## src/hw/rtl/ialu_pkg.sv

```systemverilog
// ----------------------------------------------------------------------------
// ialu_pkg
// Shared widths, operation and error codes, and the control structs that pass
// between the top level and the bit-serial units of the signed integer ALU.
// ----------------------------------------------------------------------------
`default_nettype none

package ialu_pkg;

    // Data path width and the width of a bit counter over it.
    localparam int DW = 32;
    localparam int CW = $clog2(DW);

    // Last iteration index of a full-width serial pass.
    localparam logic [CW-1:0] LAST_BIT = CW'(DW - 1);

    // Largest shift amount that is accepted.
    localparam logic [DW-1:0] SHIFT_MAX = DW'(DW - 2);

    // Operation codes.
    localparam logic [3:0] OP_ADD = 4'd0;
    localparam logic [3:0] OP_SUB = 4'd1;
    localparam logic [3:0] OP_MUL = 4'd2;
    localparam logic [3:0] OP_DIV = 4'd3;
    localparam logic [3:0] OP_AND = 4'd4;
    localparam logic [3:0] OP_OR  = 4'd5;
    localparam logic [3:0] OP_XOR = 4'd6;
    localparam logic [3:0] OP_NOT = 4'd7;
    localparam logic [3:0] OP_SHL = 4'd8;
    localparam logic [3:0] OP_SHR = 4'd9;

    // Error codes.
    localparam logic [1:0] ERR_OK    = 2'd0;
    localparam logic [1:0] ERR_OVF   = 2'd1;
    localparam logic [1:0] ERR_DIV0  = 2'd2;
    localparam logic [1:0] ERR_SHIFT = 2'd3;

    // Command to the multiply / divide unit.
    typedef struct packed {
        logic start;
        logic is_div;
    } t_md_cmd;

    // Command to the shift unit.
    typedef struct packed {
        logic start;
        logic left;
    } t_sh_cmd;

endpackage

`default_nettype wire

```

## src/hw/rtl/ialu_muldiv.sv

```systemverilog
// ----------------------------------------------------------------------------
// ialu_muldiv
// Unsigned shift-add multiplier and restoring divider sharing one register
// pair; one bit of the multiplier or quotient is resolved per cycle.
// ----------------------------------------------------------------------------
`default_nettype none

module ialu_muldiv (
    input  logic                      i_clk,
    input  logic                      i_rst_n,
    input  ialu_pkg::t_md_cmd         i_cmd,
    input  logic [ialu_pkg::DW-1:0]   i_op_x,   // multiplicand or divisor
    input  logic [ialu_pkg::DW-1:0]   i_op_y,   // multiplier or dividend
    output logic                      o_done,
    output logic [ialu_pkg::DW-1:0]   o_hi,     // product high half
    output logic [ialu_pkg::DW-1:0]   o_lo      // product low half or quotient
);

    logic                    r_busy, n_busy;
    logic                    r_done, n_done;
    logic                    r_div;
    logic [ialu_pkg::CW-1:0] r_cnt;
    logic [ialu_pkg::DW-1:0] r_x;
    logic [ialu_pkg::DW-1:0] r_hi, n_hi;
    logic [ialu_pkg::DW-1:0] r_lo, n_lo;

    logic [ialu_pkg::DW:0]   w_sum;
    logic [ialu_pkg::DW+1:0] w_diff;
    logic                    w_borrow;

    // Multiply: add the multiplicand into the high half when the current
    // multiplier bit is set, then shift the whole pair right by one.
    assign w_sum = {1'b0, r_hi} + (r_lo[0] ? {1'b0, r_x} : {(ialu_pkg::DW+1){1'b0}});

    // Divide: shift the next dividend bit into the remainder and try a subtract.
    assign w_diff   = {1'b0, r_hi, r_lo[ialu_pkg::DW-1]} - {2'b00, r_x};
    assign w_borrow = w_diff[ialu_pkg::DW+1];

    always_comb begin
        if (r_div) begin
            n_hi = w_borrow ? {r_hi[ialu_pkg::DW-2:0], r_lo[ialu_pkg::DW-1]}
                            : w_diff[ialu_pkg::DW-1:0];
            n_lo = {r_lo[ialu_pkg::DW-2:0], ~w_borrow};
        end else begin
            n_hi = w_sum[ialu_pkg::DW:1];
            n_lo = {w_sum[0], r_lo[ialu_pkg::DW-1:1]};
        end
    end

    always_comb begin
        n_busy = r_busy;
        n_done = 1'b0;
        if (i_cmd.start) begin
            n_busy = 1'b1;
        end else if (r_busy && (r_cnt == ialu_pkg::LAST_BIT)) begin
            n_busy = 1'b0;
            n_done = 1'b1;
        end
    end

    always_ff @(posedge i_clk) begin
        if (!i_rst_n) begin
            r_busy <= 1'b0;
            r_done <= 1'b0;
        end else begin
            r_busy <= n_busy;
            r_done <= n_done;
        end
    end

    always_ff @(posedge i_clk) begin
        if (i_cmd.start) begin
            r_div <= i_cmd.is_div;
            r_x   <= i_op_x;
            r_hi  <= '0;
            r_lo  <= i_op_y;
            r_cnt <= '0;
        end else if (r_busy) begin
            r_hi  <= n_hi;
            r_lo  <= n_lo;
            r_cnt <= r_cnt + 1'b1;
        end
    end

    assign o_done = r_done;
    assign o_hi   = r_hi;
    assign o_lo   = r_lo;

endmodule

`default_nettype wire

```

## src/hw/rtl/ialu_shift.sv

```systemverilog
// ----------------------------------------------------------------------------
// ialu_shift
// Bit-serial shifter: moves the operand one place per cycle, left or
// arithmetic right, until the requested amount is used up.
// ----------------------------------------------------------------------------
`default_nettype none

module ialu_shift (
    input  logic                      i_clk,
    input  logic                      i_rst_n,
    input  ialu_pkg::t_sh_cmd         i_cmd,
    input  logic [ialu_pkg::DW-1:0]   i_data,
    input  logic [ialu_pkg::CW-1:0]   i_amount,
    output logic                      o_done,
    output logic [ialu_pkg::DW-1:0]   o_data
);

    logic                    r_busy, n_busy;
    logic                    r_done, n_done;
    logic                    r_left;
    logic [ialu_pkg::CW-1:0] r_cnt;
    logic [ialu_pkg::DW-1:0] r_data;

    always_comb begin
        n_busy = r_busy;
        n_done = 1'b0;
        if (i_cmd.start) begin
            n_busy = 1'b1;
        end else if (r_busy && (r_cnt == '0)) begin
            n_busy = 1'b0;
            n_done = 1'b1;
        end
    end

    always_ff @(posedge i_clk) begin
        if (!i_rst_n) begin
            r_busy <= 1'b0;
            r_done <= 1'b0;
        end else begin
            r_busy <= n_busy;
            r_done <= n_done;
        end
    end

    always_ff @(posedge i_clk) begin
        if (i_cmd.start) begin
            r_left <= i_cmd.left;
            r_data <= i_data;
            r_cnt  <= i_amount;
        end else if (r_busy && (r_cnt != '0)) begin
            r_cnt <= r_cnt - 1'b1;
            if (r_left) begin
                r_data <= {r_data[ialu_pkg::DW-2:0], 1'b0};
            end else begin
                r_data <= {r_data[ialu_pkg::DW-1], r_data[ialu_pkg::DW-1:1]};
            end
        end
    end

    assign o_done = r_done;
    assign o_data = r_data;

endmodule

`default_nettype wire

```

## src/hw/rtl/signed_int32_alu_mul_div_top.sv

```systemverilog
// ----------------------------------------------------------------------------
// signed_int32_alu_mul_div_top
// 32-bit signed integer ALU with bit-serial multiply, divide and shifts.
// ----------------------------------------------------------------------------
//
//  Channel   Direction  Handshake                    Payload
//  req       in         i_req_valid / o_req_ready    i_req_type, i_operand_a, i_operand_b
//  rsp       out        o_rsp_valid / i_rsp_ready    o_result, o_error_code
//
//  One request at a time. Add, subtract, logic ops and rejected requests
//  pass through S_SETUP and S_DONE to a valid response; multiply and divide
//  also pass S_MULDIV and S_FIX, with the one-bit-per-cycle shift-add /
//  restoring-divide loop; shifts pass S_SHIFT, with the one-place-per-cycle shifter.
//  A new request is taken while the previous response still waits; a
//  finished result then holds until the response register frees up.
//  Reset is synchronous; no clearing pass is needed after it.
//
`default_nettype none

module signed_int32_alu_mul_div_top (
    input  logic                             i_clk,
    input  logic                             i_rst_n,
    input  logic                             i_req_valid,
    output logic                             o_req_ready,
    input  logic [3:0]                       i_req_type,
    input  logic signed [ialu_pkg::DW-1:0]   i_operand_a,
    input  logic signed [ialu_pkg::DW-1:0]   i_operand_b,
    output logic                             o_rsp_valid,
    input  logic                             i_rsp_ready,
    output logic signed [ialu_pkg::DW-1:0]   o_result,
    output logic [1:0]                       o_error_code
);

    localparam logic [2:0] S_IDLE   = 3'd0;
    localparam logic [2:0] S_SETUP  = 3'd1;
    localparam logic [2:0] S_MULDIV = 3'd2;
    localparam logic [2:0] S_SHIFT  = 3'd3;
    localparam logic [2:0] S_FIX    = 3'd4;
    localparam logic [2:0] S_DONE   = 3'd5;

    localparam int W = ialu_pkg::DW;

    logic [2:0]   r_state, n_state;
    logic [3:0]   r_op;
    logic [W-1:0] r_a, r_b;
    logic         r_neg, n_neg;
    logic         r_div;
    logic [W-1:0] r_res, n_res;
    logic [1:0]   r_err, n_err;
    logic         r_rsp_valid, n_rsp_valid;
    logic [W-1:0] r_result;
    logic [1:0]   r_error;

    logic [W-1:0] w_sum, w_dif, w_mag_a, w_mag_b, w_fix_src;
    logic         w_out_free;
    logic         w_lo_is_min;

    ialu_pkg::t_md_cmd       w_md_cmd;
    ialu_pkg::t_sh_cmd       w_sh_cmd;
    logic                    w_md_done, w_sh_done;
    logic [W-1:0]            w_md_hi, w_md_lo, w_sh_data;

    ialu_muldiv u_muldiv (
        .i_clk   (i_clk),
        .i_rst_n (i_rst_n),
        .i_cmd   (w_md_cmd),
        .i_op_x  (w_mag_b),
        .i_op_y  (w_mag_a),
        .o_done  (w_md_done),
        .o_hi    (w_md_hi),
        .o_lo    (w_md_lo)
    );

    ialu_shift u_shift (
        .i_clk    (i_clk),
        .i_rst_n  (i_rst_n),
        .i_cmd    (w_sh_cmd),
        .i_data   (r_a),
        .i_amount (r_b[ialu_pkg::CW-1:0]),
        .o_done   (w_sh_done),
        .o_data   (w_sh_data)
    );

    assign w_sum   = r_a + r_b;
    assign w_dif   = r_a - r_b;
    assign w_mag_a = r_a[W-1] ? -r_a : r_a;
    assign w_mag_b = r_b[W-1] ? -r_b : r_b;

    // Low product half equal to 2^(W-1) only fits when the result is negative.
    assign w_lo_is_min = w_md_lo[W-1] && (w_md_lo[W-2:0] == '0);
    assign w_fix_src   = w_md_lo;

    assign w_out_free = !r_rsp_valid || i_rsp_ready;

    always_comb begin
        n_state  = r_state;
        n_res    = r_res;
        n_err    = r_err;
        n_neg    = r_neg;
        w_md_cmd = '0;
        w_sh_cmd = '0;
        unique case (r_state)
            S_IDLE: begin
                if (i_req_valid) begin
                    n_state = S_SETUP;
                end
            end
            S_SETUP: begin
                n_res   = '0;
                n_err   = ialu_pkg::ERR_OK;
                n_neg   = r_a[W-1] ^ r_b[W-1];
                n_state = S_DONE;
                case (r_op) inside
                    ialu_pkg::OP_ADD: begin
                        n_res = w_sum;
                        if ((r_a[W-1] == r_b[W-1]) && (w_sum[W-1] != r_a[W-1])) begin
                            n_err = ialu_pkg::ERR_OVF;
                        end
                    end
                    ialu_pkg::OP_SUB: begin
                        n_res = w_dif;
                        if ((r_a[W-1] != r_b[W-1]) && (w_dif[W-1] != r_a[W-1])) begin
                            n_err = ialu_pkg::ERR_OVF;
                        end
                    end
                    ialu_pkg::OP_MUL: begin
                        w_md_cmd.start  = 1'b1;
                        w_md_cmd.is_div = 1'b0;
                        n_state         = S_MULDIV;
                    end
                    ialu_pkg::OP_DIV: begin
                        if (r_b == '0) begin
                            n_err = ialu_pkg::ERR_DIV0;
                        end else begin
                            w_md_cmd.start  = 1'b1;
                            w_md_cmd.is_div = 1'b1;
                            n_state         = S_MULDIV;
                        end
                    end
                    ialu_pkg::OP_AND: n_res = r_a & r_b;
                    ialu_pkg::OP_OR:  n_res = r_a | r_b;
                    ialu_pkg::OP_XOR: n_res = r_a ^ r_b;
                    ialu_pkg::OP_NOT: n_res = ~r_a;
                    ialu_pkg::OP_SHL, ialu_pkg::OP_SHR: begin
                        if (r_b[W-1] || (r_b > ialu_pkg::SHIFT_MAX)) begin
                            n_err = ialu_pkg::ERR_SHIFT;
                        end else begin
                            w_sh_cmd.start = 1'b1;
                            w_sh_cmd.left  = (r_op == ialu_pkg::OP_SHL);
                            n_state        = S_SHIFT;
                        end
                    end
                    default: begin
                        n_res = '0;
                    end
                endcase
            end
            S_MULDIV: begin
                if (w_md_done) begin
                    n_state = S_FIX;
                end
            end
            S_SHIFT: begin
                if (w_sh_done) begin
                    n_res   = w_sh_data;
                    n_state = S_DONE;
                end
            end
            S_FIX: begin
                n_res = r_neg ? -w_fix_src : w_fix_src;
                if (r_div) begin
                    if (w_md_lo[W-1] && !r_neg) begin
                        n_err = ialu_pkg::ERR_OVF;
                    end
                end else if ((w_md_hi != '0) ||
                             (w_md_lo[W-1] && !(r_neg && w_lo_is_min))) begin
                    n_err = ialu_pkg::ERR_OVF;
                end
                n_state = S_DONE;
            end
            S_DONE: begin
                if (w_out_free) begin
                    n_state = S_IDLE;
                end
            end
            default: begin
                n_state = S_IDLE;
            end
        endcase
    end

    always_comb begin
        n_rsp_valid = r_rsp_valid;
        if ((r_state == S_DONE) && w_out_free) begin
            n_rsp_valid = 1'b1;
        end else if (i_rsp_ready) begin
            n_rsp_valid = 1'b0;
        end
    end

    always_ff @(posedge i_clk) begin
        if (!i_rst_n) begin
            r_state     <= S_IDLE;
            r_rsp_valid <= 1'b0;
        end else begin
            r_state     <= n_state;
            r_rsp_valid <= n_rsp_valid;
        end
    end

    always_ff @(posedge i_clk) begin
        if ((r_state == S_IDLE) && i_req_valid) begin
            r_op <= i_req_type;
            r_a  <= i_operand_a;
            r_b  <= i_operand_b;
        end
        if (w_md_cmd.start) begin
            r_div <= w_md_cmd.is_div;
        end
        r_res <= n_res;
        r_err <= n_err;
        r_neg <= n_neg;
        if ((r_state == S_DONE) && w_out_free) begin
            r_result <= r_res;
            r_error  <= r_err;
        end
    end

    assign o_req_ready  = (r_state == S_IDLE);
    assign o_rsp_valid  = r_rsp_valid;
    assign o_result     = r_result;
    assign o_error_code = r_error;

endmodule

`default_nettype wire

```

## config.mk

```make
export PLATFORM = sky130hd
export DESIGN_NAME = signed_int32_alu_mul_div_top
export DESIGN_NICKNAME = d
export VERILOG_FILES = /design/src/hw/rtl/ialu_pkg.sv /design/src/hw/rtl/ialu_muldiv.sv /design/src/hw/rtl/ialu_shift.sv /design/src/hw/rtl/signed_int32_alu_mul_div_top.sv
export SDC_FILE = /design/constraint.sdc
export NUM_CORES = 1
export LEC_CHECK = 0
export BUFFER_PORTS_ARGS = -buffer_cell sky130_fd_sc_hd__buf_2
export CORE_MARGIN = 1.5
export CORE_UTILIZATION = 35
export CTS_CLUSTER_SIZE = 14
export DETAILED_ROUTE_END_ITERATION = 6
export HOLD_SLACK_MARGIN = 0.05
export SYNTH_ARGS = -nofsm -noshare
export SYNTH_HDL_FRONTEND = slang
export SYNTH_SLANG_ARGS = --single-unit
```

## constraint.sdc

```tcl
create_clock -name i_clk -period 5.2 [get_ports i_clk]
set_input_delay 1.3 -clock i_clk [delete_from_list [all_inputs] [get_ports i_clk]]
set_output_delay 1.3 -clock i_clk [all_outputs]
set_load 0.02 [all_outputs]
```

# Word-level counts from Yosys, hierarchy flattened
# Cells that the tools add are included.
dict set report totals {
  inputBits 72
  wordCells 192
  register_bits 285
  out_inout_bits 36
}
dict set report classes {
  bitwise_logic 10
  n_reduce_logical 41
  n_lt_le_gt_ge 1
  mux 82
  addsub 9
  n_eq_ne 25
}
# operator count
set op_table {}
lappend op_table {{$mux 32} 20}
lappend op_table {{$neg 32->32} 3}
lappend op_table {{$pmux 32 s3} 1}
lappend op_table {{$mux 2} 31}
lappend op_table {{$mux 3} 15}
lappend op_table {{$sub 33x32->34} 1}
lappend op_table {{$add 32x33->33} 1}
lappend op_table {{$add 32x32->32} 1}
lappend op_table {{$and 32x32->32} 1}
lappend op_table {{$gt 32x5->1 const B} 1}
lappend op_table {{$logic_not 32->1} 1}
lappend op_table {{$not 32->32} 1}
lappend op_table {{$or 32x32->32} 1}
lappend op_table {{$reduce_bool 32->1} 1}
lappend op_table {{$sub 32x32->32} 1}
lappend op_table {{$xor 32x32->32} 1}
lappend op_table {{$logic_not 31->1} 1}
lappend op_table {{$mux 31} 1}
lappend op_table {{$pmux 3 s6} 1}
lappend op_table {{$eq 4x3->1 const B} 4}
lappend op_table {{$reduce_bool 2->1} 7}
lappend op_table {{$logic_and 1x1->1} 11}
lappend op_table {{$reduce_or 11->1} 1}
lappend op_table {{$mux 1} 10}
lappend op_table {{30 further kinds} 51}

# Depth between registers and ports, before layout
dict set report logic_depth {
  word_depth 15
  depth_mapped 14
  ltp_nobuf 13
}

# Modules after synthesis
# A second synthesis with hierarchy kept.
dict set report hier_totals {
  cells_unflattened 2451
  area_unflattened_um2 22121.2
}
# mod area_per_inst_um2 n_inst cells_each seq_area_each_um2
set modules_own_cells {}
lappend modules_own_cells {signed_int32_alu_mul_div_top 12106.6 1 1373 4224.1}
lappend modules_own_cells {ialu_muldiv 8036.5 1 908 2732.6}
lappend modules_own_cells {ialu_shift 1978.1 1 170 1181.1}

# Worst setup path after synthesis
# OpenSTA, ideal clock, no wires.
dict set report synth_path {
  kind {register to register}
  from {reg r_b[10]}
  to {reg u_shift.r_data (netlist bit u_shift.o_data[0]) (enable)}
  path_slack_ns 1.470
  path_stages_with_launch 9
  arrival_time_ns 3.336
  required_time_ns 4.806
  setup_ns 0.394
  cell_sequence {edfxtp_1 or4_1 or3_1 or3_1 or4_1 nor2_1 nand2_1 buf_2 nand2_1}
}
dict set report synth_between {
  elab_chain_len 14
}
# item line_no
set synth_rtl {}
lappend synth_rtl {{from (decl)} signed_int32_alu_mul_div_top.sv:45} ;# logic [W-1:0] r_a, r_b;
lappend synth_rtl {{from (signal assigned)} signed_int32_alu_mul_div_top.sv:215} ;# r_b <= i_operand_b;
lappend synth_rtl {{$gt 32x5->1} signed_int32_alu_mul_div_top.sv:145} ;# if (r_b[W-1] || (r_b > ialu_pkg::SHIFT_MAX)) begin
lappend synth_rtl {{$logic_or 1x1->1} signed_int32_alu_mul_div_top.sv:145}
lappend synth_rtl {{$mux 2} signed_int32_alu_mul_div_top.sv:145}
lappend synth_rtl {{$mux 2 (9 in a row)} signed_int32_alu_mul_div_top.sv:113} ;# case (r_op) inside
lappend synth_rtl {{$mux 2} signed_int32_alu_mul_div_top.sv:102} ;# unique case (r_state)
lappend synth_rtl {{$reduce_bool 2->1 (no source line)} --}
lappend synth_rtl {{to (signal assigned)} ialu_shift.sv:48} ;# r_data <= i_data;
lappend synth_rtl {{to (signal assigned)} ialu_shift.sv:53} ;# r_data <= {r_data[ialu_pkg::DW-2:0], 1'b0};
lappend synth_rtl {{to (signal assigned)} ialu_shift.sv:55} ;# r_data <= {r_data[ialu_pkg::DW-1], r_data[ialu_pkg::DW-1:1]};
lappend synth_rtl {{to (decl)} ialu_shift.sv:22} ;# logic [ialu_pkg::DW-1:0] r_data;
# No other way between the ends.
# A chain may end at the register's enable or synchronous reset.

# Worst setup path after layout
dict set report layout_path {
  from {reg r_b[8]}
  to {reg u_shift.r_cnt[2] (netlist name) (data pin)}
}
dict set report layout_between {
  elab_chain_len 14
}
# item line_no
set layout_rtl {}
lappend layout_rtl {{$gt 32x5->1} signed_int32_alu_mul_div_top.sv:145}
lappend layout_rtl {{$logic_or 1x1->1} signed_int32_alu_mul_div_top.sv:145}
lappend layout_rtl {{$mux 2} signed_int32_alu_mul_div_top.sv:145}
lappend layout_rtl {{$mux 2 (9 in a row)} signed_int32_alu_mul_div_top.sv:113}
lappend layout_rtl {{$mux 2} signed_int32_alu_mul_div_top.sv:102}
lappend layout_rtl {{$mux 5} ialu_shift.sv:46} ;# if (i_cmd.start) begin
lappend layout_rtl {{to (signal assigned)} ialu_shift.sv:49} ;# r_cnt <= i_amount;
lappend layout_rtl {{to (signal assigned)} ialu_shift.sv:51} ;# r_cnt <= r_cnt - 1'b1;
lappend layout_rtl {{to (decl)} ialu_shift.sv:21} ;# logic [ialu_pkg::CW-1:0] r_cnt;
# No other way between the ends.

==> run_results.csv <==
group,metric,value,unit
floorplan,die_x,256,um
synthesis,synth-edff-count,240,
power_and_ir_drop,leakage,9.55,nW
run,maxCapViolCount,0,
timing,rsz0062_at_grt,"no",
outcome,status,"complete, no violations",
floorplan,initial_core_util,0.354,
synthesis,ys_warn_count,0,
synthesis,synth.distinct_cells,85,
timing,finalHoldViolations,0,
finish,final_layout_size_suffix_gt1_frac,0.102,
clock_tree,clk_path_buf_depth,3,
clock_tree,cts_root_buffer,"clkbuf_16",
route,drtIter0Drc,1787,
floorplan,core,63200,sq um
power_and_ir_drop,power_density,401,nW/um^2
timing,clock_skew,26.0,ps
route,post_drt_wl_per_cell,23.2,um
synthesis,yosysTopAreaCellShare,0.322,
global_route,grt_overflow,0,
setup_path,critPathRequiredTime,5580,ps
synthesis,ys_ff_latch,285,
setup_path,worst-path-max-fanout,70,
power_and_ir_drop,vdd_drop_max,213,uV
min_path,min_path_type,"flip-flop to flip-flop",
route,drcViolationCount,0,
timing,min_period_over_period,0.864,
route,postRouteAntennaNets,0,
finish,num-nets-final,2772,
route,via_per_inst,5.87,
route,first_pass_iters,5,
setup_path,cp.arrival,4870,ps
synthesis,syn_avg_cell_area,9.01,sq um
clock_tree,cts_setup_buffers,0,
synthesis,synth_area_leaders,"edfxtp_1, ha_1, xnor2_1",
global_route,grt_first_pass_wirelength,119000,um
timing,totalNegativeSetupSlack,0,ps
clock_tree,cts_resized,0,
setup_path,cp-end-kind,"flip-flop",
placed_design,gp_congestion,0.955,
placed_design,dp.final_hpwl,60900,um
setup_path,cp-start-kind,"flip-flop",
timing,final_max_slew_viol_count,0,
finish,fillCellCount,6392,
synthesis,seq_area_frac_synth,0.362,
global_route,grt_usage,0.235,
finish,seqCellArea,8110,sq um
synthesis,synth_cells,2485,
synthesis,ys_async_sr_fraction,0,
timing,max_freq,0.223,GHz
synthesis,syn-num-nets,2728,
floorplan,num_io_pins,108,
clock_tree,htreeDepth,2,
timing,min_period,4490,ps
clock_tree,cts_tree,"yes",
global_route,grt_max_degree,84,
floorplan,rows,92,
global_route,grt_pass1_vias,19000,
synthesis,synth-main-ff-cell,"edfxtp_1",
synthesis,synth_area,22400,sq um
timing,hold_ws,417,ps
floorplan,fp.dieH,256,um
clock_tree,clk_pin_slew_worst_paths,60,ps
clock_tree,clock_latency,580,ps
route,num_vias,20000,
finish,multi_input_area,13100,sq um
setup_path,critical_path_class,"flip-flop to flip-flop",
placed_design,port_buffers,107,
clock_tree,cts_inserted_buffers,36,
clock_tree,clock-sinks,285,
finish,fin_util,0.395,
synthesis,yosysTopAreaCell,"edfxtp_1",
timing,relSlewSlack,0.253,
global_route,antenna_found_initial,8,
finish,area_growth,11.5,%
route,postRouteWirelength,79000,um
clock_tree,hold_buffers,0,
floorplan,die_area,65500,sq um
timing,worstMarginPinSlew,1120,ps
timing,finalSetupViolations,0,
[state kept, by name (all words and copies together) (netlist names), 2 cells and up]
name and count:
r_err 2, r_op 4, u_shift.r_cnt 5, u_muldiv.r_cnt 5
o_error_code 2, r_res 32, r_state 3, u_muldiv.o_hi 32
r_b 32, u_shift.o_data 32, r_a 32, o_result 32
u_muldiv.o_lo 32, u_muldiv.r_x 32
[metrics by stage]
step           area (sq um)  setup WS [ps]  power (W)  instances
2_1_floorplan         22400           1470    0.00612       2485
3_3_place_gp          23700            718    0.00730       3337
3_5_place_dp          23700            772    0.00733       3337
4_1_cts               25000            732    0.00996       3401
5_1_grt               25000            460     0.0106       3401
6_report              25000            709     0.0100       3402
[path summary, 6_finish.rpt]
path / from / end / slack [ps] / depth (start not counted)
worst max register to register: r_b[8] / u_shift.r_cnt[2] / 710 / 9
worst min-delay path: r_res[17] / o_result[17] / 420 / 0
worst max-delay path: r_b[8] / u_shift.r_cnt[2] / 710 / 9
worst min register to register: r_res[17] / o_result[17] / 420 / 0
[cells in the final DEF (no fill, tap or decap), drive strengths merged, types with 8 or more instances in the layout]
cell    synthesis  routed
o41ai          18      18
xnor2         137     137
and2           19      19
nand2b         27      27
o211ai         29      29
nor2b          29      29
o311ai          8       8
dfxtp          45      45
o21a           23      23
nor3           51      51
or4            13      13
and3           13      13
a21oi         160     160
a211oi         30      30
edfxtp        240     240
o31ai          51      51
a221o           8       8
o21bai         19      19
nand3          34      34
a21o           37      37
o22ai          16      16
nand4          21      21
nand2         212     212
a22oi          22      22
xor2           29      29
nor4           24      24
or3            32      32
mux2i          70      70
o21ai         216     216
buf            27     144
o31a            9       9
a31oi          26      26
ha            167     167
mux4           19      19
clkinv          4      18
a311oi         10      10
nor2          193     193
inv           176     178
clkbuf        111      43
a221oi         19      19
[layer usage]
| metal | routed length [um] | up-vias | global-route usage |
|---|---|---|---|
| met5 | 30 | - | 0 |
| met4 | 1980 | 4 | 0.0641 |
| met3 | 6860 | 113 | 0.0463 |
| met2 | 33600 | 788 | 0.349 |
| met1 | 36600 | 9813 | 0.344 |
| li1 | - | 9260 | - |
[worst max-delay path: stages (launching register included)]
cell and delay, ps:
edfxtp_1 540, or4_1 580, or3_1 390, or3_1 360
or4_1 600, nor2_1 260, nand2_1 320, inv_2 850
nor2_1 180, a21oi_1 210
[cells in the mapped netlist, drive strengths merged (8+ instances only)]
| cell | number |
|---|---|
| edfxtp | 240 |
| o21ai | 216 |
| nand2 | 212 |
| nor2 | 193 |
| inv | 176 |
| ha | 167 |
| a21oi | 160 |
| xnor2 | 137 |
| clkbuf | 111 |
| mux2i | 70 |
| nor3 | 51 |
| o31ai | 51 |
| dfxtp | 45 |
| a21o | 37 |
| nand3 | 34 |
| or3 | 32 |
| a211oi | 30 |
| nor2b | 29 |
| o211ai | 29 |
| xor2 | 29 |
| buf | 27 |
| nand2b | 27 |
| a31oi | 26 |
| nor4 | 24 |
| o21a | 23 |
| a22oi | 22 |
| nand4 | 21 |
| a221oi | 19 |
| and2 | 19 |
| mux4 | 19 |
| o21bai | 19 |
| o41ai | 18 |
| o22ai | 16 |
| and3 | 13 |
| or4 | 13 |
| a311oi | 10 |
| o31a | 9 |
| a221o | 8 |
| o311ai | 8 |
[logic make-up (layout without fill, tap and decap cells)]
family,count (synthesis),in the layout,share of synthesized area
compound gates,764,764,0.223
flops,285,285,0.362
mux,90,90,0.0509
buf+inv,318,388,0.0543
simple gates,691,691,0.148
xor+xnor,166,166,0.0649
fa+ha+maj,171,171,0.0969
other cells,0,1,0
[area by class of cell]
class,count,share of cell area
diodes,1,0.000100
multi-input cells,1882,0.525
repair buffers,144,0.0326
clock buffers,43,0.0390
well taps,846,0.0424
flip-flops and latches,285,0.325
inverters,180,0.0271
clock inverters,21,0.00937
[where the power goes]
part	internal, W	switching, W
logic	0.00160	0.00250
clock network	0.00154	0.00107
registers	0.00285	0.000441
total	0.00600	0.00400
Note: power is estimated with default switching activity, not from simulation.
